$ cat src/rtl/brs_pkg.sv
// brs_pkg: shared constants, types and codes for the billboard row scaler.
// Used by brs_ctrl, brs_dpath and billboard_row_scaler; depends on nothing.

package brs_pkg;

    // Store and height limits
    localparam int SPRITE_DEPTH = 32;
    localparam int MAX_HEIGHT   = 64;

    // Derived widths
    localparam int IDX_W  = $clog2(SPRITE_DEPTH);      // store address
    localparam int RW     = $clog2(SPRITE_DEPTH + 1);  // rows in use after saturation
    localparam int FRAC_W = 8;                          // fraction bits of the row step
    localparam int NUM_W  = RW + FRAC_W;                // step and accumulator
    localparam int HGT_W  = $clog2(MAX_HEIGHT + 1);    // saturated height
    localparam int DCNT_W = $clog2(NUM_W);              // divider step counter
    localparam int HX_W   = 10;                         // signed working width for hpos

    // Fixed field widths
    localparam int ROW_W   = 8;
    localparam int PIX_W   = 8;
    localparam int SLOT_W  = 2;
    localparam int SIZE_W  = 2;
    localparam int LIDX_W  = 5;
    localparam int TOP_W   = 7;
    localparam int RIU_W   = 6;
    localparam int CFG_W   = 8;

    // Width code thresholds and pixel widths
    localparam int QUAD_MIN   = 48;
    localparam int DOUBLE_MIN = 24;
    localparam int WIDTH_QUAD   = 32;
    localparam int WIDTH_DOUBLE = 16;
    localparam int WIDTH_SINGLE = 8;
    localparam int HPOS_BASE    = 48;

    localparam logic [SIZE_W-1:0] SIZE_SINGLE = 2'd0;
    localparam logic [SIZE_W-1:0] SIZE_DOUBLE = 2'd1;
    localparam logic [SIZE_W-1:0] SIZE_QUAD   = 2'd3;

    // Stream command codes
    localparam logic CMD_LOAD = 1'b0;
    localparam logic CMD_DRAW = 1'b1;

    // Register map
    localparam int REG_ADDR_W = 4;
    localparam logic [1:0] REG_VIEW_LEFT  = 2'd0;
    localparam logic [1:0] REG_VIEW_RIGHT = 2'd1;
    localparam logic [1:0] REG_TOP_OFFSET = 2'd2;

    localparam logic [CFG_W-1:0] VIEW_LEFT_RST  = 8'd20;
    localparam logic [CFG_W-1:0] VIEW_RIGHT_RST = 8'd159;
    localparam logic [TOP_W-1:0] TOP_OFFSET_RST = 7'd18;

    typedef enum logic [1:0] {
        S_IDLE,
        S_DIV,
        S_EMIT,
        S_DRAIN
    } t_brs_state;

    // Controller to datapath
    typedef struct packed {
        logic load;      // write one store row
        logic capture;   // latch a draw
        logic div_step;  // one step of the row step divider
        logic issue;     // start one output row
    } t_brs_ctl;

    // Datapath to controller
    typedef struct packed {
        logic zero_height;  // draw on the input emits nothing
        logic div_done;     // final divider step this cycle
        logic last_issue;   // current row is the final one
        logic advance;      // row pipeline may move
        logic pipe_empty;   // no row in flight
    } t_brs_stat;

endpackage

$ cat src/rtl/brs_ctrl.sv
// brs_ctrl: sequencer for loads, step division and row emission.
// Depends on brs_pkg; drives brs_dpath through t_brs_ctl.

module brs_ctrl (
    input  logic                  i_clk,
    input  logic                  i_rst_n,
    input  logic                  i_s_tvalid,
    input  logic                  i_cmd,
    output logic                  o_s_tready,
    input  brs_pkg::t_brs_stat    i_stat,
    output brs_pkg::t_brs_ctl     o_ctl
);

    brs_pkg::t_brs_state r_state, n_state;

    always_ff @(posedge i_clk) begin
        if (!i_rst_n) begin
            r_state <= brs_pkg::S_IDLE;
        end else begin
            r_state <= n_state;
        end
    end

    always_comb begin
        n_state    = r_state;
        o_s_tready = 1'b0;
        o_ctl      = '0;
        case (r_state)
            brs_pkg::S_IDLE: begin
                o_s_tready = 1'b1;
                if (i_s_tvalid) begin
                    if (i_cmd == brs_pkg::CMD_LOAD) begin
                        o_ctl.load = 1'b1;
                    end else begin
                        o_ctl.capture = 1'b1;
                        if (!i_stat.zero_height) n_state = brs_pkg::S_DIV;
                    end
                end
            end
            brs_pkg::S_DIV: begin
                o_ctl.div_step = 1'b1;
                if (i_stat.div_done) n_state = brs_pkg::S_EMIT;
            end
            brs_pkg::S_EMIT: begin
                if (i_stat.advance) begin
                    o_ctl.issue = 1'b1;
                    if (i_stat.last_issue) n_state = brs_pkg::S_DRAIN;
                end
            end
            brs_pkg::S_DRAIN: begin
                if (i_stat.pipe_empty) n_state = brs_pkg::S_IDLE;
            end
            default: begin
                n_state = brs_pkg::S_IDLE;
            end
        endcase
    end

endmodule

$ cat src/rtl/brs_dpath.sv
// brs_dpath: sprite store, bit-serial step divider, row accumulator and
// the two-stage row pipeline (store read, output word). Depends on brs_pkg.

module brs_dpath (
    input  logic                          i_clk,
    input  logic                          i_rst_n,
    input  brs_pkg::t_brs_ctl             i_ctl,
    output brs_pkg::t_brs_stat            o_stat,
    // input word fields
    input  logic [brs_pkg::LIDX_W-1:0]    i_load_index,
    input  logic [brs_pkg::PIX_W-1:0]     i_load_bits,
    input  logic [brs_pkg::SLOT_W-1:0]    i_player_slot,
    input  logic [brs_pkg::CFG_W-1:0]     i_center_x,
    input  logic [brs_pkg::TOP_W-1:0]     i_top_row,
    input  logic [brs_pkg::CFG_W-1:0]     i_bitmap_height,
    input  logic [brs_pkg::RIU_W-1:0]     i_rows_in_use,
    // registers
    input  logic [brs_pkg::CFG_W-1:0]     i_view_left,
    input  logic [brs_pkg::CFG_W-1:0]     i_view_right,
    input  logic [brs_pkg::TOP_W-1:0]     i_top_offset,
    // output word
    input  logic                          i_m_tready,
    output logic                          o_m_tvalid,
    output logic [brs_pkg::SLOT_W-1:0]    o_slot_out,
    output logic [brs_pkg::ROW_W-1:0]     o_row_pos,
    output logic [brs_pkg::PIX_W-1:0]     o_row_bits,
    output logic [brs_pkg::SIZE_W-1:0]    o_size_code,
    output logic [brs_pkg::ROW_W-1:0]     o_hpos,
    output logic                          o_last
);

    localparam int IDX_W  = brs_pkg::IDX_W;
    localparam int RW     = brs_pkg::RW;
    localparam int NUM_W  = brs_pkg::NUM_W;
    localparam int HGT_W  = brs_pkg::HGT_W;
    localparam int HX_W   = brs_pkg::HX_W;

    logic [brs_pkg::PIX_W-1:0] r_store [brs_pkg::SPRITE_DEPTH];

    // draw context
    logic [brs_pkg::SLOT_W-1:0] r_slot;
    logic [brs_pkg::ROW_W-1:0]  r_row0;
    logic [HGT_W-1:0]           r_height;
    logic [brs_pkg::SIZE_W-1:0] r_size;
    logic signed [HX_W-1:0]     r_left0;
    logic signed [HX_W-1:0]     r_width;
    logic [brs_pkg::ROW_W-1:0]  r_hpos;

    // divider: r_quo starts as the dividend and ends as the step
    logic [HGT_W-1:0]           r_rem;
    logic [NUM_W-1:0]           r_quo;
    logic [brs_pkg::DCNT_W-1:0] r_dcnt;

    // row walk
    logic [NUM_W-1:0]           r_acc;
    logic [HGT_W-1:0]           r_idx;

    // stage A: store read
    logic                       r_a_vld;
    logic [brs_pkg::ROW_W-1:0]  r_a_pos;
    logic                       r_a_last;
    logic [brs_pkg::PIX_W-1:0]  r_rd;

    // stage B: output word
    logic                       r_b_vld;
    logic [brs_pkg::ROW_W-1:0]  r_b_pos;
    logic                       r_b_last;
    logic [brs_pkg::PIX_W-1:0]  r_b_bits;

    logic [HGT_W-1:0]           n_height;
    logic [RW-1:0]              n_rows;
    logic [brs_pkg::SIZE_W-1:0] n_size;
    logic signed [HX_W-1:0]     n_width;
    logic signed [HX_W-1:0]     n_left0;
    logic signed [HX_W-1:0]     n_left;
    logic signed [HX_W-1:0]     n_hposx;
    logic [HGT_W:0]             n_shift;
    logic [HGT_W:0]             n_diff;
    logic                       advance;

    // draw setup
    always_comb begin
        if (int'(i_bitmap_height) > brs_pkg::MAX_HEIGHT) begin
            n_height = HGT_W'(brs_pkg::MAX_HEIGHT);
        end else begin
            n_height = HGT_W'(i_bitmap_height);
        end
        if (int'(i_rows_in_use) > brs_pkg::SPRITE_DEPTH) begin
            n_rows = RW'(brs_pkg::SPRITE_DEPTH);
        end else begin
            n_rows = RW'(i_rows_in_use);
        end
        if (int'(n_height) >= brs_pkg::QUAD_MIN) begin
            n_size  = brs_pkg::SIZE_QUAD;
            n_width = HX_W'(brs_pkg::WIDTH_QUAD);
        end else if (int'(n_height) >= brs_pkg::DOUBLE_MIN) begin
            n_size  = brs_pkg::SIZE_DOUBLE;
            n_width = HX_W'(brs_pkg::WIDTH_DOUBLE);
        end else begin
            n_size  = brs_pkg::SIZE_SINGLE;
            n_width = HX_W'(brs_pkg::WIDTH_SINGLE);
        end
        // raise to the left edge of the view
        n_left0 = $signed({2'b00, i_center_x}) - (n_width >>> 1);
        if (n_left0 < $signed({2'b00, i_view_left})) begin
            n_left0 = $signed({2'b00, i_view_left});
        end
    end

    // second half of the clamp, from the latched context
    always_comb begin
        n_left = r_left0;
        if (r_left0 + r_width > $signed({2'b00, i_view_right}) + HX_W'(1)) begin
            n_left = $signed({2'b00, i_view_right}) + HX_W'(1) - r_width;
        end
        n_hposx = n_left + HX_W'(brs_pkg::HPOS_BASE);
    end

    // restoring divide, one quotient bit a step
    assign n_shift = {r_rem, r_quo[NUM_W-1]};
    assign n_diff  = n_shift - {1'b0, r_height};

    always_ff @(posedge i_clk) begin
        if (i_ctl.capture) begin
            r_slot   <= i_player_slot;
            r_row0   <= brs_pkg::ROW_W'(i_top_offset) + brs_pkg::ROW_W'(i_top_row);
            r_height <= n_height;
            r_size   <= n_size;
            r_width  <= n_width;
            r_left0  <= n_left0;
            r_rem    <= '0;
            r_quo    <= {n_rows, brs_pkg::FRAC_W'(0)};
            r_dcnt   <= brs_pkg::DCNT_W'(NUM_W - 1);
            r_acc    <= '0;
            r_idx    <= '0;
        end else if (i_ctl.div_step) begin
            r_hpos <= n_hposx[brs_pkg::ROW_W-1:0];
            r_dcnt <= r_dcnt - 1'b1;
            if (!n_diff[HGT_W]) begin
                r_rem <= n_diff[HGT_W-1:0];
                r_quo <= {r_quo[NUM_W-2:0], 1'b1};
            end else begin
                r_rem <= n_shift[HGT_W-1:0];
                r_quo <= {r_quo[NUM_W-2:0], 1'b0};
            end
        end else if (i_ctl.issue) begin
            r_acc <= r_acc + r_quo;
            r_idx <= r_idx + 1'b1;
        end
    end

    // sprite store
    always_ff @(posedge i_clk) begin
        if (i_ctl.load && (int'(i_load_index) < brs_pkg::SPRITE_DEPTH)) begin
            r_store[IDX_W'(i_load_index)] <= i_load_bits;
        end
    end

    always_ff @(posedge i_clk) begin
        if (i_ctl.issue) begin
            r_rd <= r_store[r_acc[brs_pkg::FRAC_W +: IDX_W]];
        end
    end

    // row pipeline
    assign advance = !r_b_vld || i_m_tready;

    always_ff @(posedge i_clk) begin
        if (!i_rst_n) begin
            r_a_vld <= 1'b0;
            r_b_vld <= 1'b0;
        end else if (advance) begin
            r_a_vld <= i_ctl.issue;
            r_b_vld <= r_a_vld;
        end
    end

    always_ff @(posedge i_clk) begin
        if (i_ctl.issue) begin
            r_a_pos  <= r_row0 + brs_pkg::ROW_W'(r_idx);
            r_a_last <= (r_idx == r_height - 1'b1);
        end
        if (advance && r_a_vld) begin
            r_b_pos  <= r_a_pos;
            r_b_last <= r_a_last;
            r_b_bits <= r_rd;
        end
    end

    assign o_stat.zero_height = (i_bitmap_height == '0);
    assign o_stat.div_done    = (r_dcnt == '0);
    assign o_stat.last_issue  = (r_idx == r_height - 1'b1);
    assign o_stat.advance     = advance;
    assign o_stat.pipe_empty  = !r_a_vld && !r_b_vld;

    assign o_m_tvalid  = r_b_vld;
    assign o_slot_out  = r_slot;
    assign o_row_pos   = r_b_pos;
    assign o_row_bits  = r_b_bits;
    assign o_size_code = r_size;
    assign o_hpos      = r_hpos;
    assign o_last      = r_b_last;

    // a row is only started when the pipeline can take it
    a_issue_adv: assert property (@(posedge i_clk) disable iff (!i_rst_n)
        i_ctl.issue |-> advance)
        else $error("row issued into a stalled pipeline");

    // nothing follows the final row of a draw
    a_last_tail: assert property (@(posedge i_clk) disable iff (!i_rst_n)
        (r_b_vld && r_b_last) |-> !r_a_vld)
        else $error("row queued behind the final row");

    // never issue beyond the height
    a_idx_range: assert property (@(posedge i_clk) disable iff (!i_rst_n)
        i_ctl.issue |-> (r_idx < r_height))
        else $error("row index beyond height");

    // divider and row walk never overlap
    a_phase: assert property (@(posedge i_clk) disable iff (!i_rst_n)
        i_ctl.div_step |-> (!i_ctl.issue && !r_a_vld && !r_b_vld))
        else $error("divider running with rows in flight");

endmodule

$ cat src/rtl/billboard_row_scaler.sv
// billboard_row_scaler: top level with register file, stream ports and
// instances of brs_ctrl and brs_dpath. Depends on brs_pkg.

// A load word (tuser 0) writes one 8-bit row into a 32-row sprite store and
// produces nothing. A draw word (tuser 1) produces one output word per
// display row, top to bottom, with tlast on the final one; a height of zero
// produces nothing and heights above 64 are taken as 64. The sprite is sampled
// nearest-neighbour with a step of rows*256/height; the width code (single,
// double, quadruple) follows from the height, and hpos is 48 plus the left
// edge clamped into the view window. Words are taken one at a time: a load
// or a zero-height draw leaves the sequencer idle; any other draw is latched,
// runs the bit-serial step divider, sends each row through the store read
// and output register, empties that pipeline and goes back to idle before
// the next word is taken, and the sink can hold this up with tready low.
// The store has no reset: draw only rows already loaded. Registers (APB,
// write at psel&penable&pwrite): 0x0 view left, 0x4 view right, 0x8 top
// offset; write them only while no draw runs.

module billboard_row_scaler (
    input  logic        i_clk,
    input  logic        i_rst_n,
    // input stream
    input  logic        i_s_tvalid,
    output logic        o_s_tready,
    // [4:0] load_index, [12:5] load_bits, [14:13] player_slot,
    // [22:15] center_x, [29:23] top_row, [37:30] bitmap_height,
    // [43:38] rows_in_use, [47:44] zero
    input  logic [47:0] i_s_tdata,
    // [0] cmd
    input  logic        i_s_tuser,
    // output stream
    output logic        o_m_tvalid,
    input  logic        i_m_tready,
    // [7:0] row_pos, [15:8] row_bits, [17:16] size_code, [25:18] hpos,
    // [31:26] zero
    output logic [31:0] o_m_tdata,
    // [1:0] slot_out
    output logic [1:0]  o_m_tuser,
    output logic        o_m_tlast,
    // configuration
    input  logic        psel,
    input  logic        penable,
    input  logic        pwrite,
    input  logic [brs_pkg::REG_ADDR_W-1:0] paddr,
    input  logic [31:0] pwdata,
    output logic [31:0] prdata,
    output logic        pready
);

    // register file
    logic [brs_pkg::CFG_W-1:0] r_view_left;
    logic [brs_pkg::CFG_W-1:0] r_view_right;
    logic [brs_pkg::TOP_W-1:0] r_top_offset;
    logic [1:0]                reg_sel;
    logic                      cfg_wr;

    assign pready  = 1'b1;
    assign reg_sel = paddr[3:2];
    assign cfg_wr  = psel && penable && pwrite && pready;

    always_ff @(posedge i_clk) begin
        if (!i_rst_n) begin
            r_view_left  <= brs_pkg::VIEW_LEFT_RST;
            r_view_right <= brs_pkg::VIEW_RIGHT_RST;
            r_top_offset <= brs_pkg::TOP_OFFSET_RST;
        end else if (cfg_wr) begin
            case (reg_sel)
                brs_pkg::REG_VIEW_LEFT:  r_view_left  <= pwdata[brs_pkg::CFG_W-1:0];
                brs_pkg::REG_VIEW_RIGHT: r_view_right <= pwdata[brs_pkg::CFG_W-1:0];
                brs_pkg::REG_TOP_OFFSET: r_top_offset <= pwdata[brs_pkg::TOP_W-1:0];
                default: ;  // unmapped: ignored
            endcase
        end
    end

    always_comb begin
        case (reg_sel)
            brs_pkg::REG_VIEW_LEFT:  prdata = 32'(r_view_left);
            brs_pkg::REG_VIEW_RIGHT: prdata = 32'(r_view_right);
            brs_pkg::REG_TOP_OFFSET: prdata = 32'(r_top_offset);
            default:                 prdata = '0;
        endcase
    end

    // control and status between sequencer and datapath
    brs_pkg::t_brs_ctl  ctl;
    brs_pkg::t_brs_stat stat;
    logic               s_ready;

    // load and draw are accepted only while the sequencer is idle
    assign o_s_tready = s_ready;

    brs_ctrl u_ctrl (
        .i_clk      (i_clk),
        .i_rst_n    (i_rst_n),
        .i_s_tvalid (i_s_tvalid),
        .i_cmd      (i_s_tuser),
        .o_s_tready (s_ready),
        .i_stat     (stat),
        .o_ctl      (ctl)
    );

    logic [brs_pkg::ROW_W-1:0]  row_pos;
    logic [brs_pkg::PIX_W-1:0]  row_bits;
    logic [brs_pkg::SIZE_W-1:0] size_code;
    logic [brs_pkg::ROW_W-1:0]  hpos;

    brs_dpath u_dpath (
        .i_clk           (i_clk),
        .i_rst_n         (i_rst_n),
        .i_ctl           (ctl),
        .o_stat          (stat),
        .i_load_index    (i_s_tdata[4:0]),
        .i_load_bits     (i_s_tdata[12:5]),
        .i_player_slot   (i_s_tdata[14:13]),
        .i_center_x      (i_s_tdata[22:15]),
        .i_top_row       (i_s_tdata[29:23]),
        .i_bitmap_height (i_s_tdata[37:30]),
        .i_rows_in_use   (i_s_tdata[43:38]),
        .i_view_left     (r_view_left),
        .i_view_right    (r_view_right),
        .i_top_offset    (r_top_offset),
        .i_m_tready      (i_m_tready),
        .o_m_tvalid      (o_m_tvalid),
        .o_slot_out      (o_m_tuser),
        .o_row_pos       (row_pos),
        .o_row_bits      (row_bits),
        .o_size_code     (size_code),
        .o_hpos          (hpos),
        .o_last          (o_m_tlast)
    );

    // pack the output word, first field lowest
    assign o_m_tdata = {6'd0, hpos, size_code, row_bits, row_pos};

endmodule
$ cat config.mk
export PLATFORM = sky130hd
export DESIGN_NAME = billboard_row_scaler
export DESIGN_NICKNAME = d
export VERILOG_FILES = /design/src/rtl/brs_pkg.sv /design/src/rtl/brs_ctrl.sv /design/src/rtl/brs_dpath.sv /design/src/rtl/billboard_row_scaler.sv
export SDC_FILE = /design/constraint.sdc
export NUM_CORES = 1
export LEC_CHECK = 0
export ABC_AREA = 0
export BUFFER_PORTS_ARGS = -buffer_cell sky130_fd_sc_hd__buf_4
export CORE_MARGIN = 3
export CORE_UTILIZATION = 46
export DETAILED_ROUTE_END_ITERATION = 16
export PLACE_DENSITY = 0.69
export RECOVER_POWER = 50
export SYNTH_ARGS = -nofsm -noshare
export SYNTH_HDL_FRONTEND = slang
export SYNTH_SLANG_ARGS = --single-unit
$ cat constraint.sdc
create_clock -name i_clk -period 3.91 [get_ports i_clk]
set_clock_uncertainty 0.05 [all_clocks]
set_input_delay 0.1955 -clock i_clk [delete_from_list [all_inputs] [get_ports i_clk]]
set_output_delay 0.1955 -clock i_clk [all_outputs]
set_load 0.005 [all_outputs]
==> results of run 1 <==
## worst paths after layout
check                                                   from                              to  slack [ps]  cells after the start
worst min register to register  u_dpath.r_a_pos[6]$_DFFE_PP_  u_dpath.o_row_pos[6]$_DFFE_PP_         370                      0
worst max-delay path                           i_s_tdata[34]    u_dpath.r_left0[5]$_DFFE_PP_         200                     17
worst min-delay path                           i_s_tdata[29]     u_dpath.r_row0[7]$_DFFE_PP_          30                      4
worst max register to register  u_dpath.r_left0[3]$_DFFE_PP_     u_dpath.o_hpos[6]$_DFFE_PP_         570                     12
## critical path, cell delays in order
cell and delay [ps]:
sky130_fd_sc_hd__dlygate4sd3_1 530, sky130_fd_sc_hd__buf_4 130, sky130_fd_sc_hd__a21o_1 240, sky130_fd_sc_hd__buf_4 160, sky130_fd_sc_hd__nand2_2 80, sky130_fd_sc_hd__buf_4 160
sky130_fd_sc_hd__fa_1 410, sky130_fd_sc_hd__a21oi_1 130, sky130_fd_sc_hd__nor2_1 70, sky130_fd_sc_hd__nor2_1 120, sky130_fd_sc_hd__xor2_1 210, sky130_fd_sc_hd__ha_1 280
sky130_fd_sc_hd__and4_1 210, sky130_fd_sc_hd__a2111oi_2 320, sky130_fd_sc_hd__o21a_1 240, sky130_fd_sc_hd__nor3_4 100, sky130_fd_sc_hd__mux2_1 350
## power by group through the flow
stage               registers, mW  logic [mW]  clock network, mW
finish                       5.31        2.94               3.92
global route                 5.35        3.22               4.19
CTS                          5.31        2.99               4.02
detailed placement           5.40        2.95                  0
global placement             5.39        2.90                  0
floorplan                    5.20        2.23                  0
## cells in the final DEF, fill, tap and decap left out, drive strengths merged, types with 33 or more instances in the layout
master | netlist | routed
o21ai | 38 | 38
nand3 | 36 | 36
clkbuf | 24 | 114
nor2 | 76 | 76
ha | 66 | 66
dfxtp | 66 | 66
nand2 | 76 | 76
mux4 | 80 | 80
a21oi | 40 | 40
xnor2 | 33 | 33
mux2i | 39 | 39
edfxtp | 335 | 335
inv | 57 | 59
buf | 51 | 76
## metal layers
layer  part of all wire  routed length, microns  up-vias
met2               0.47                   18400      252
li1                   -                       -     4974
met3              0.053                    2070       52
met1               0.45                   17600     5283
met4              0.023                     889        0
met5                  0                       0        -
## stage by stage
stage,cells,hold slack (ps),worst slack (ps)
global placement,1840,323,25.6
finish,1949,33.9,198
detailed placement,1840,325,-110
global route,1949,46.9,27.7
floorplan,1270,244,337
CTS,1949,6.94,105
## state kept, by name, indices dropped and copies added (netlist names), 8 cells and up
name,flops
u_dpath.r_store,256
u_dpath.r_quo,14
u_dpath.r_acc,13
u_dpath.r_left0,9
r_view_left,8
r_view_right,8
u_dpath.o_hpos,8
u_dpath.o_row_bits,8
u_dpath.o_row_pos,8
u_dpath.r_a_pos,8
u_dpath.r_rd,8
u_dpath.r_row0,8
## logic make-up (layout without fill, tap and decap cells)
kind of cell	Yosys count	in the layout	synth area share
adders and majority gates	73	73	0.0529
and+or+nand+nor	301	301	0.0832
other	2	32	0.000411
AOI/OAI and AO/OA	145	145	0.0507
xor gates and xnor gates	53	53	0.0254
muxes	133	133	0.129
buffers and inverters	132	293	0.0359
DFF	401	401	0.623
## area by class of cell
type / count / area, sq um
Tap cell: 518 / 648
Timing Repair Buffer: 159 / 1240
Multi-Input combinational cell: 737 / 6360
Sequential cell: 401 / 11400
Clock buffer: 63 / 1260
Fill cell: 3083 / 17700
Clock inverter: 14 / 126
Inverter: 57 / 214
## what timing repair did
item	in CTS	in global routing
hold buffers	32	0
buffers inserted	0	0
gates resized for setup	0	4
endpoints found under the hold margin	43	0
setup endpoints to repair	0	8
==> qor.txt, run 1 <==
====================================================================================
CP Data Arrival Time                                                         3940 ps
Pin count of the biggest net entering global routing                              51
Gate count after technology mapping                                             1240
Area of the mapped netlist                                               18300 sq um
Met3 layer usage reported by global route                                     0.0342
Maximum root-to-sink buffer count                                                  3
Worst skew pair latency                                                       550 ps
Sequential-to-total area share from yosys stat                                 0.623
Yosys synthesis warning count                                                      0
Relative slew slack                                                          -0.0419
Static power due to leakage                                                  7.49 nW
Remaining design rule violation count                                              0
Total routing resource utilization after global routing                        0.186
Fraction of power consumed by sequential logic                                 0.436
Count of unique library cells instantiated by Yosys                               65
Average detailed-routed wire length per instance                        20.0 microns
Via count                                                                      10561
Mean number of vias per cell                                                    5.42
Area of the die                                                          42100 sq um
Final weighted congestion in routability-driven placement                      0.844
IO buf count                                                                     100
Final HPWL from detailed placement                                           26.2 mm
FMAX                                                                         269 MHz
Power density normalized to cell area                                    573 nW/um^2
Clock buffers created by TritonCTS                                                42
Failing checks                                                          max-capacitance violations, max-slew violations
Number of inserted diodes                                                          0
Vias in the first global route                                                 10513
Total Power Consumption                                                      12.2 mW
Synth top cells by count                                                sky130_fd_sc_hd__edfxtp_1 (335), sky130_fd_sc_hd__mux4_2 (80), sky130_fd_sc_hd__nand2_1 (76), sky130_fd_sc_hd__nor2_1 (76)
CTS sink count                                                                   401
Worst Tran Pin Value                                                         1560 ps
Final setup violation count                                                        0
Core footprint                                                           38900 sq um
Num rows                                                                          72
TritonCTS clock tree                                                           built
Mean Syn Cell Area                                                        14.7 sq um
Clock tree root driver cell                                             sky130_fd_sc_hd__clkbuf_16
Detailed Route Iter0 Violations                                                  947
Area growth, synth to finish                                                   16.2%
Prevailing post-synth register cell                                     sky130_fd_sc_hd__edfxtp_1
Dominant cells by area after synthesis                                  sky130_fd_sc_hd__edfxtp_1 (55%), sky130_fd_sc_hd__mux4_2 (9.9%), sky130_fd_sc_hd__dfxtp_1 (7.2%), sky130_fd_sc_hd__ha_1 (4.5%), sky130_fd_sc_hd__mux2i_1 (2.1%)
Max-Cap Viols                                                                      4
Nets                                                                            1563
Width of the die                                                         205 microns
Most used routing layer                                                         met2
Initial DRT Pass Iterations                                                        5
Run status                                                              finished, violations left
Post-synth EDFFs                                                                 335
Number of top-level pins                                                         162
Worst IR Drop VDD                                                             306 uV
First-pass GRT wire length                                                   60.2 mm
Cell type with the highest aggregate area in the netlist                sky130_fd_sc_hd__edfxtp_1
Gate power share                                                               0.241
Proportion of power drawn by the clock network                                 0.323
Switching share of power                                                       0.277
CP startpoint kind                                                         input pin
Met1 layer usage reported by global route                                      0.263
Die Ht                                                                   205 microns
Final period demand of the worst path                                        3710 ps
Critical Path Sink Type                                                         flop
Sum of routed wire length over all layers                                    38.9 mm
Post-route cell area                                                     21200 sq um
Clock transition at the registers of the reported paths                        60 ps
Kind of path behind the tightest hold check                             input pin to flop
Synth top area share                                                           0.551
Pins over their slew limit                                                       100
Count of endpoints failing hold in the final timing report                         0
Grt total ovfl                                                                     0
Share of flip-flops with an asynchronous set or reset after synthesis              0
WS Path Type                                                            input pin to flop
Internal power contribution                                                  8.80 mW
# H-tree levels                                                                    2
P_sw                                                                         3.37 mW
Final period util                                                              0.949
Cell area reported after detailed placement                              19600 sq um
Final antenna-violating net count                                                  0
Number of antenna violations at the first check in global routing                  0
Most frequent cell after synthesis                                      sky130_fd_sc_hd__edfxtp_1
Req. time, crit path                                                         4140 ps
Total negative slack for setup checks                                           0 ps
Initial standard-cell utilization of the core                                  0.469
Setup repair after global routing missed its margin                               no
Post-synthesis sequential element count                                          401
Fraction of layout cells with a size suffix above 1                            0.189
Maximum net fanout on the critical path                                            8
Met2 capacity usage during global routing                                      0.297
Share of the core filled with cells                                            0.546
====================================================================================
Power figures use the tool's default switching activity.
==> run 2: changes to the inputs <==
--- a/config.mk
+++ b/config.mk
@@ -5,7 +5,7 @@
 export SDC_FILE = /design/constraint.sdc
 export NUM_CORES = 1
 export LEC_CHECK = 0
-export ABC_AREA = 0
+export ABC_AREA = 1
 export BUFFER_PORTS_ARGS = -buffer_cell sky130_fd_sc_hd__buf_4
 export CORE_MARGIN = 3
 export CORE_UTILIZATION = 46
==> qor.txt, run 2 <==
=====================================================================================
Area taken by multi-input logic gates                                      6000 sq um
P_sw                                                                          4.36 mW
Fraction of power consumed by sequential logic                                  0.410
Count of unique library cells instantiated by Yosys                                55
Setup repair after global routing missed its margin                                no
Prevailing post-synth register cell                                      sky130_fd_sc_hd__edfxtp_1
Largest registers                                                        u_dpath.r_store: 256 flops, u_dpath.r_quo: 14 flops, u_dpath.r_acc: 13 flops
Final HPWL from detailed placement                                            27.7 mm
Dominant cells by area after synthesis                                   sky130_fd_sc_hd__edfxtp_1 (55%), sky130_fd_sc_hd__dfxtp_1 (7.2%), sky130_fd_sc_hd__nor2_1 (5.1%), sky130_fd_sc_hd__o21ai_0 (5.1%), sky130_fd_sc_hd__ha_1 (4.5%)
Synth top area share                                                            0.548
Final setup violation count                                                         0
Post-synthesis sequential element count                                           401
Core footprint                                                            39000 sq um
Fraction of layout cells with a size suffix above 1                             0.112
Footprint of the flip-flops and latches                                   11400 sq um
Cell family with most CP delay                                           buffers and inverters
Gate count after technology mapping                                              1669
Number of inserted filler cells in the final layout                              3293
Initial DRT Pass Iterations                                                         8
IO buf count                                                                      100
Max reg flops                                                                     256
Pin count of the biggest net entering global routing                               92
Kind of path behind the tightest hold check                              input pin to flop
Yosys synthesis warning count                                                       0
WS Path Type                                                             input pin to flop
Req. time, crit path                                                          4160 ps
Switching share of power                                                        0.334
Via count                                                                       12800
Number of inserted diodes                                                           0
Detailed Route Iter0 Violations                                                  1109
Initial standard-cell utilization of the core                                   0.470
Max-Cap Viols                                                                       5
Sum of routed wire length over all layers                                     42.9 mm
Fraction of synthesized cell area in xor and xnor cells                        0.0243
Area of the mapped netlist                                                18300 sq um
Commonest cells after routing, fill and taps aside                       sky130_fd_sc_hd__edfxtp_1 (335), sky130_fd_sc_hd__nor2_1 (250), sky130_fd_sc_hd__o21ai_0 (187), sky130_fd_sc_hd__nand2_1 (161), sky130_fd_sc_hd__inv_1 (142)
Final period demand of the worst path                                         3710 ps
Worst IR Drop VDD                                                              386 uV
Count of buffer and inverter cells on the critical path                             6
Worst skew pair latency                                                        550 ps
TritonCTS clock tree                                                            built
Complex-gate fraction of the synthesized area                                   0.127
Gate power share                                                                0.284
Clock transition at the registers of the reported paths                         60 ps
Share of flip-flops with an asynchronous set or reset after synthesis               0
Clock tree root driver cell                                              sky130_fd_sc_hd__clkbuf_16
Vias in the first global route                                                  12350
Run status                                                               finished, violations left
FMAX                                                                          270 MHz
Relative slew slack                                                           -0.0822
Maximum root-to-sink buffer count                                                   3
Mean number of vias per cell                                                     5.43
Nets                                                                             1970
Number of antenna violations at the first check in global routing                   0
Area of the die                                                           42300 sq um
Final weighted congestion in routability-driven placement                       0.883
Synth top cells by count                                                 sky130_fd_sc_hd__edfxtp_1 (335), sky130_fd_sc_hd__nor2_1 (250), sky130_fd_sc_hd__o21ai_0 (186), sky130_fd_sc_hd__nand2_1 (162), sky130_fd_sc_hd__inv_1 (142)
Post-synth EDFFs                                                                  335
Proportion of power drawn by the clock network                                  0.305
Power density normalized to cell area                                     616 nW/um^2
Mean Syn Cell Area                                                         11.0 sq um
Average detailed-routed wire length per instance                         18.2 microns
Post-placement worst setup slack                                               116 ps
Area growth, synth to finish                                                    15.5%
Largest family of logic cells by synthesized area                        compound AO/OA/AOI/OAI gates
Clock buffers created by TritonCTS                                                 42
Failing checks                                                           max-capacitance violations, max-slew violations
Num rows                                                                           72
Pins over their slew limit                                                        132
Cell type with the highest aggregate area in the netlist                 sky130_fd_sc_hd__edfxtp_1
Critical Path Sink Type                                                          flop
Most frequent standard cell in the layout excluding fill and tap cells   sky130_fd_sc_hd__edfxtp_1
CP startpoint kind                                                          input pin
Cell with the biggest individual delay on the critical path              sky130_fd_sc_hd__dlygate4sd3_1
Proportion of synthesized area in mux cells                                         0
Width of the die                                                          206 microns
First-pass GRT wire length                                                    66.8 mm
Final antenna-violating net count                                                   0
Largest stage delay on the critical path                                       570 ps
Worst Tran Pin Value                                                          1620 ps
CP Data Arrival Time                                                          3960 ps
Fraction of the mapped netlist area in simple logic gates                       0.114
Final period util                                                               0.949
Count of endpoints failing hold in the final timing report                          0
Internal power contribution                                                   8.69 mW
Sequential-to-total area share from yosys stat                                  0.620
Number of top-level pins                                                          162
Most frequent cell after synthesis                                       sky130_fd_sc_hd__edfxtp_1
Total routing resource utilization after global routing                         0.201
Grt total ovfl                                                                      0
Register bank with the most flops                                        u_dpath.r_store
# H-tree levels                                                                     2
Cells traversed along the worst timing path                              dlygate4sd3_1 > buf_4 > nor2_4 > dlygate4sd3_1 > inv_1 > nor2_1 > nand2_2 > inv_2 > ha_1 > inv_1 > fa_2 > xnor2_2 > ha_1 > nand2_1 > nor2_1 > nor2_1 > nand3_1 > a21oi_1 > o21bai_1 > a21o_2 > nand2_4 > nand2_1 > nand2_1
Maximum net fanout on the critical path                                             8
Least setup slack across all paths after layout                                201 ps
Adder-cell share of the synthesized area                                       0.0526
Die Ht                                                                    206 microns
Static power due to leakage                                                   8.05 nW
Total negative slack for setup checks                                            0 ps
Remaining design rule violation count                                               0
CTS sink count                                                                    401
=====================================================================================
[run 2: changes by cell type after synthesis, moves of 17 or more]
| cell | delta |
|---|---|
| sky130_fd_sc_hd__mux4_2 | -80 |
| sky130_fd_sc_hd__buf_2 | +17 |
| sky130_fd_sc_hd__nor2_1 | +174 |
| sky130_fd_sc_hd__xnor2_1 | -18 |
| sky130_fd_sc_hd__o221ai_1 | +47 |
| sky130_fd_sc_hd__a21oi_1 | +19 |
| sky130_fd_sc_hd__mux2i_1 | -39 |
| sky130_fd_sc_hd__nor2b_1 | -24 |
| sky130_fd_sc_hd__inv_1 | +86 |
| sky130_fd_sc_hd__nand2_1 | +86 |
| sky130_fd_sc_hd__o22ai_1 | +22 |
| sky130_fd_sc_hd__o21ai_0 | +150 |
| sky130_fd_sc_hd__nand3_1 | +28 |
[run 2: cells by family (layout without fill, tap and decap cells)]
kind of cell | Yosys count | after routing
buffers and inverters | 247 | 385
AOI/OAI and AO/OA | 385 | 386
and+or+nand+nor | 510 | 510
xor gates and xnor gates | 51 | 51
other | 2 | 32
adders and majority gates | 73 | 73
DFF | 401 | 401
[run 2: layout make-up]
class	instances	area share
clock buffers	51	0.0521
repair buffers	156	0.0565
flip-flops and latches	401	0.537
well taps	518	0.0306
clock inverters	26	0.0132
inverters	152	0.0271
multi-input cells	1052	0.283
[run 2: worst min-delay path, stage by stage]
cell	delay, ps
sky130_fd_sc_hd__buf_4	80
sky130_fd_sc_hd__nor2_1	80
sky130_fd_sc_hd__a21oi_1	120
[run 2: worst paths after layout]
path / from / endpoint / slack, ps / depth (start not counted)
worst max-delay path: i_s_tdata[36] / u_dpath.r_left0[4]$_DFFE_PP_ / 200 / 23
worst min-delay path: i_s_tdata[43] / u_dpath.r_quo[13]$_DFFE_PP_ / 8 / 3
worst max register to register: u_ctrl.r_state[0]$_SDFFE_PN0P_ / u_dpath.r_idx[6]$_SDFFE_PP0P_ / 660 / 12
worst min register to register: u_dpath.r_rd[7]$_DFFE_PP_ / u_dpath.o_row_bits[7]$_DFFE_PP_ / 370 / 0
[run 2: metrics by stage]
| stage | area [sq um] | hold WS, ps | power, mW | utilization | std cells |
|---|---|---|---|---|---|
| floorplan | 18500 | 244 | 7.96 | - | 1699 |
| global placement | 19500 | 325 | 9.01 | 0.500 | 2245 |
| detailed placement | 19500 | 325 | 9.13 | 0.500 | 2245 |
| CTS | 21200 | 2.45 | 13.1 | 0.544 | 2355 |
| global route | 21200 | 41.4 | 13.8 | 0.543 | 2356 |
| finish | 21200 | 7.60 | 13.0 | 0.543 | 2356 |
[run 2: layer usage]
layer,up-vias,wire (microns),global-route usage
met5,-,0,0
met4,0,1060,0.0637
met3,70,2560,0.0290
met2,442,20800,0.337
met1,6161,18500,0.271
li1,6127,-,-
[run 2: power by group through the flow]
stage / sequential, mW / clock, mW / combinational (mW)
finish: 5.35 / 3.99 / 3.71
global route: 5.39 / 4.22 / 4.16
CTS: 5.35 / 4.05 / 3.73
detailed placement: 5.44 / 0 / 3.69
global placement: 5.43 / 0 / 3.59
floorplan: 5.31 / 0 / 2.65
[run 2: what timing repair did]
action / in CTS / in global routing
setup buffers: 0 / 0
hold buffers: 33 / 0
endpoints found under the setup margin: 0 / 8
hold endpoints to repair: 46 / 0
gates resized for setup: 0 / 8
==> run 3: changes to the inputs <==
--- a/config.mk
+++ b/config.mk
@@ -8,9 +8,9 @@
 export ABC_AREA = 1
 export BUFFER_PORTS_ARGS = -buffer_cell sky130_fd_sc_hd__buf_4
 export CORE_MARGIN = 3
-export CORE_UTILIZATION = 46
+export CORE_UTILIZATION = 45
 export DETAILED_ROUTE_END_ITERATION = 16
-export PLACE_DENSITY = 0.69
+export PLACE_DENSITY = 0.68
 export RECOVER_POWER = 50
 export SYNTH_ARGS = -nofsm -noshare
 export SYNTH_HDL_FRONTEND = slang
==> qor.txt, run 3 (same netlist as run 2, synthesis figures left out) <==
=====================================================================================
Cells traversed along the worst timing path                              dlygate4sd3_1 > buf_4 > nor2_1 > dlymetal6s4s_1 > inv_1 > nor2_1 > nand2_2 > inv_2 > ha_1 > inv_1 > fa_2 > xnor2_2 > ha_1 > nand2_1 > inv_1 > nand4_1 > nand3_1 > a21oi_1 > o21bai_1 > a21o_1 > nand2_4 > nand2_1 > nand2_1
Count of endpoints failing hold in the final timing report                          0
Max reg flops                                                                     256
Kind of path behind the tightest hold check                              input pin to flop
Req. time, crit path                                                          4150 ps
Detailed Route Iter0 Violations                                                  1053
Largest stage delay on the critical path                                       540 ps
CP startpoint kind                                                          input pin
Number of inserted filler cells in the final layout                              3433
Final weighted congestion in routability-driven placement                       0.883
Commonest cells after routing, fill and taps aside                       sky130_fd_sc_hd__edfxtp_1 (335), sky130_fd_sc_hd__nor2_1 (250), sky130_fd_sc_hd__o21ai_0 (186), sky130_fd_sc_hd__nand2_1 (161), sky130_fd_sc_hd__inv_1 (142)
Critical Path Sink Type                                                          flop
Clock tree root driver cell                                              sky130_fd_sc_hd__clkbuf_16
CP Data Arrival Time                                                          3920 ps
Worst skew pair latency                                                        550 ps
Total Power Consumption                                                       13.1 mW
Power density normalized to cell area                                     617 nW/um^2
Cell area reported after detailed placement                               19600 sq um
Largest registers                                                        u_dpath.r_store: 256 flops, u_dpath.r_quo: 14 flops, u_dpath.r_acc: 13 flops
Sum of routed wire length over all layers                                     43.6 mm
Maximum root-to-sink buffer count                                                   3
Area of the die                                                           43200 sq um
Share of the core filled with cells                                             0.531
Failing checks                                                           max-capacitance violations, max-slew violations
Fraction of layout cells with a size suffix above 1                             0.121
Pins over their slew limit                                                        231
Final setup violation count                                                         0
Via count                                                                       12843
Run status                                                               finished, violations left
Post-route cell area                                                      21200 sq um
Remaining design rule violation count                                               0
Least setup slack across all paths after layout                                224 ps
Cell with the biggest individual delay on the critical path              sky130_fd_sc_hd__dlygate4sd3_1
Mean number of vias per cell                                                     5.44
Num rows                                                                           73
Register bank with the most flops                                        u_dpath.r_store
Worst IR Drop VDD                                                              491 uV
Total negative slack for setup checks                                            0 ps
Worst Tran Pin Value                                                          1640 ps
Grt total ovfl                                                                      0
Most frequent standard cell in the layout excluding fill and tap cells   sky130_fd_sc_hd__edfxtp_1
Final HPWL from detailed placement                                            28.0 mm
Total routing resource utilization after global routing                         0.196
Static power due to leakage                                                   8.12 nW
Clock buffers created by TritonCTS                                                 42
Core footprint                                                            40000 sq um
IO buf count                                                                      100
FMAX                                                                          271 MHz
Average detailed-routed wire length per instance                         18.4 microns
Initial DRT Pass Iterations                                                         5
Post-CTS setup buffers                                                              0
Area taken by multi-input logic gates                                      6000 sq um
Nets                                                                             1969
Count of buffer and inverter cells on the critical path                             7
Die Ht                                                                    208 microns
Final antenna-violating net count                                                   0
CTS sink count                                                                    401
Relative slew slack                                                           -0.0966
First-pass GRT wire length                                                    67.9 mm
TritonCTS clock tree                                                            built
Number of top-level pins                                                          162
Initial standard-cell utilization of the core                                   0.459
Final period util                                                               0.943
Clock transition at the registers of the reported paths                         60 ps
Area growth, synth to finish                                                    15.8%
Maximum net fanout on the critical path                                             8
Max-Cap Viols                                                                       7
# H-tree levels                                                                     2
Number of inserted diodes                                                           0
Vias in the first global route                                                  12357
Number of antenna violations at the first check in global routing                   0
Post-placement worst setup slack                                               157 ps
Cell family with most CP delay                                           buffers and inverters
Pin count of the biggest net entering global routing                              130
Footprint of the flip-flops and latches                                   11400 sq um
Final period demand of the worst path                                         3690 ps
WS Path Type                                                             input pin to flop
Width of the die                                                          208 microns
=====================================================================================
run 3: changes by cell type in the layout (fill, tap and decap cells not counted), sizes merged:
cell	change
bufinv	-1
clkinvlp	+2
dlymetal6s4s	+1
buf	+36
inv	-2
clkbuf	-33
dlygate4sd3	-4
run 3: final timing paths:
check,start,endpoint,slack [ps],depth (start not counted)
max reg2reg,u_dpath.r_width[4]$_DFFE_PP_,u_dpath.o_hpos[6]$_DFFE_PP_,740,14
min reg2reg,u_dpath.r_rd[1]$_DFFE_PP_,u_dpath.o_row_bits[1]$_DFFE_PP_,360,0
min,i_s_tdata[43],u_dpath.r_quo[13]$_DFFE_PP_,40,3
max,i_s_tdata[36],u_dpath.r_left0[0]$_DFFE_PP_,220,23
run 3: repair_timing:
item	CTS	global route
endpoints found under the hold margin	45	0
hold buffers	30	0
resized for setup	0	10
endpoints found under the setup margin	0	8
run 3: area by class of cell:
class / count / share of cell area
multi-input cells: 1052 / 0.282
flip-flops and latches: 401 / 0.536
repair buffers: 155 / 0.0586
inverters: 152 / 0.0270
clock inverters: 25 / 0.0109
well taps: 525 / 0.0309
clock buffers: 52 / 0.0542
run 3: stage by stage:
step | instances | hold slack (ps)
floorplan | 1699 | 244
global placement | 2254 | 325
detailed placement | 2254 | 326
CTS | 2361 | 12.0
global route | 2362 | 43.8
finish | 2362 | 36.8
run 3: per-layer routing:
layer / part of all wire / GRT usage / vias up
li1: - / - / 6117
met3: 0.054 / 0.0271 / 94
met5: 0 / 0 / -
met4: 0.034 / 0.0732 / 0
met1: 0.43 / 0.264 / 6213
met2: 0.48 / 0.326 / 419
run 3: tightest hold or removal path: cells and delay by family:
family	cells	cell delay, ps
and+or+nand+nor	1	90
buffers and inverters	1	80
AOI/OAI and AO/OA	1	140
run 3: power breakdown:
| part | internal [mW] | leakage [nW] | total (mW) | switching, mW |
|---|---|---|---|---|
| combinational | 1.28 | 3.87 | 3.82 | 2.54 |
| clock | 2.36 | 0.673 | 3.99 | 1.63 |
| sequential | 5.09 | 3.57 | 5.30 | 0.215 |
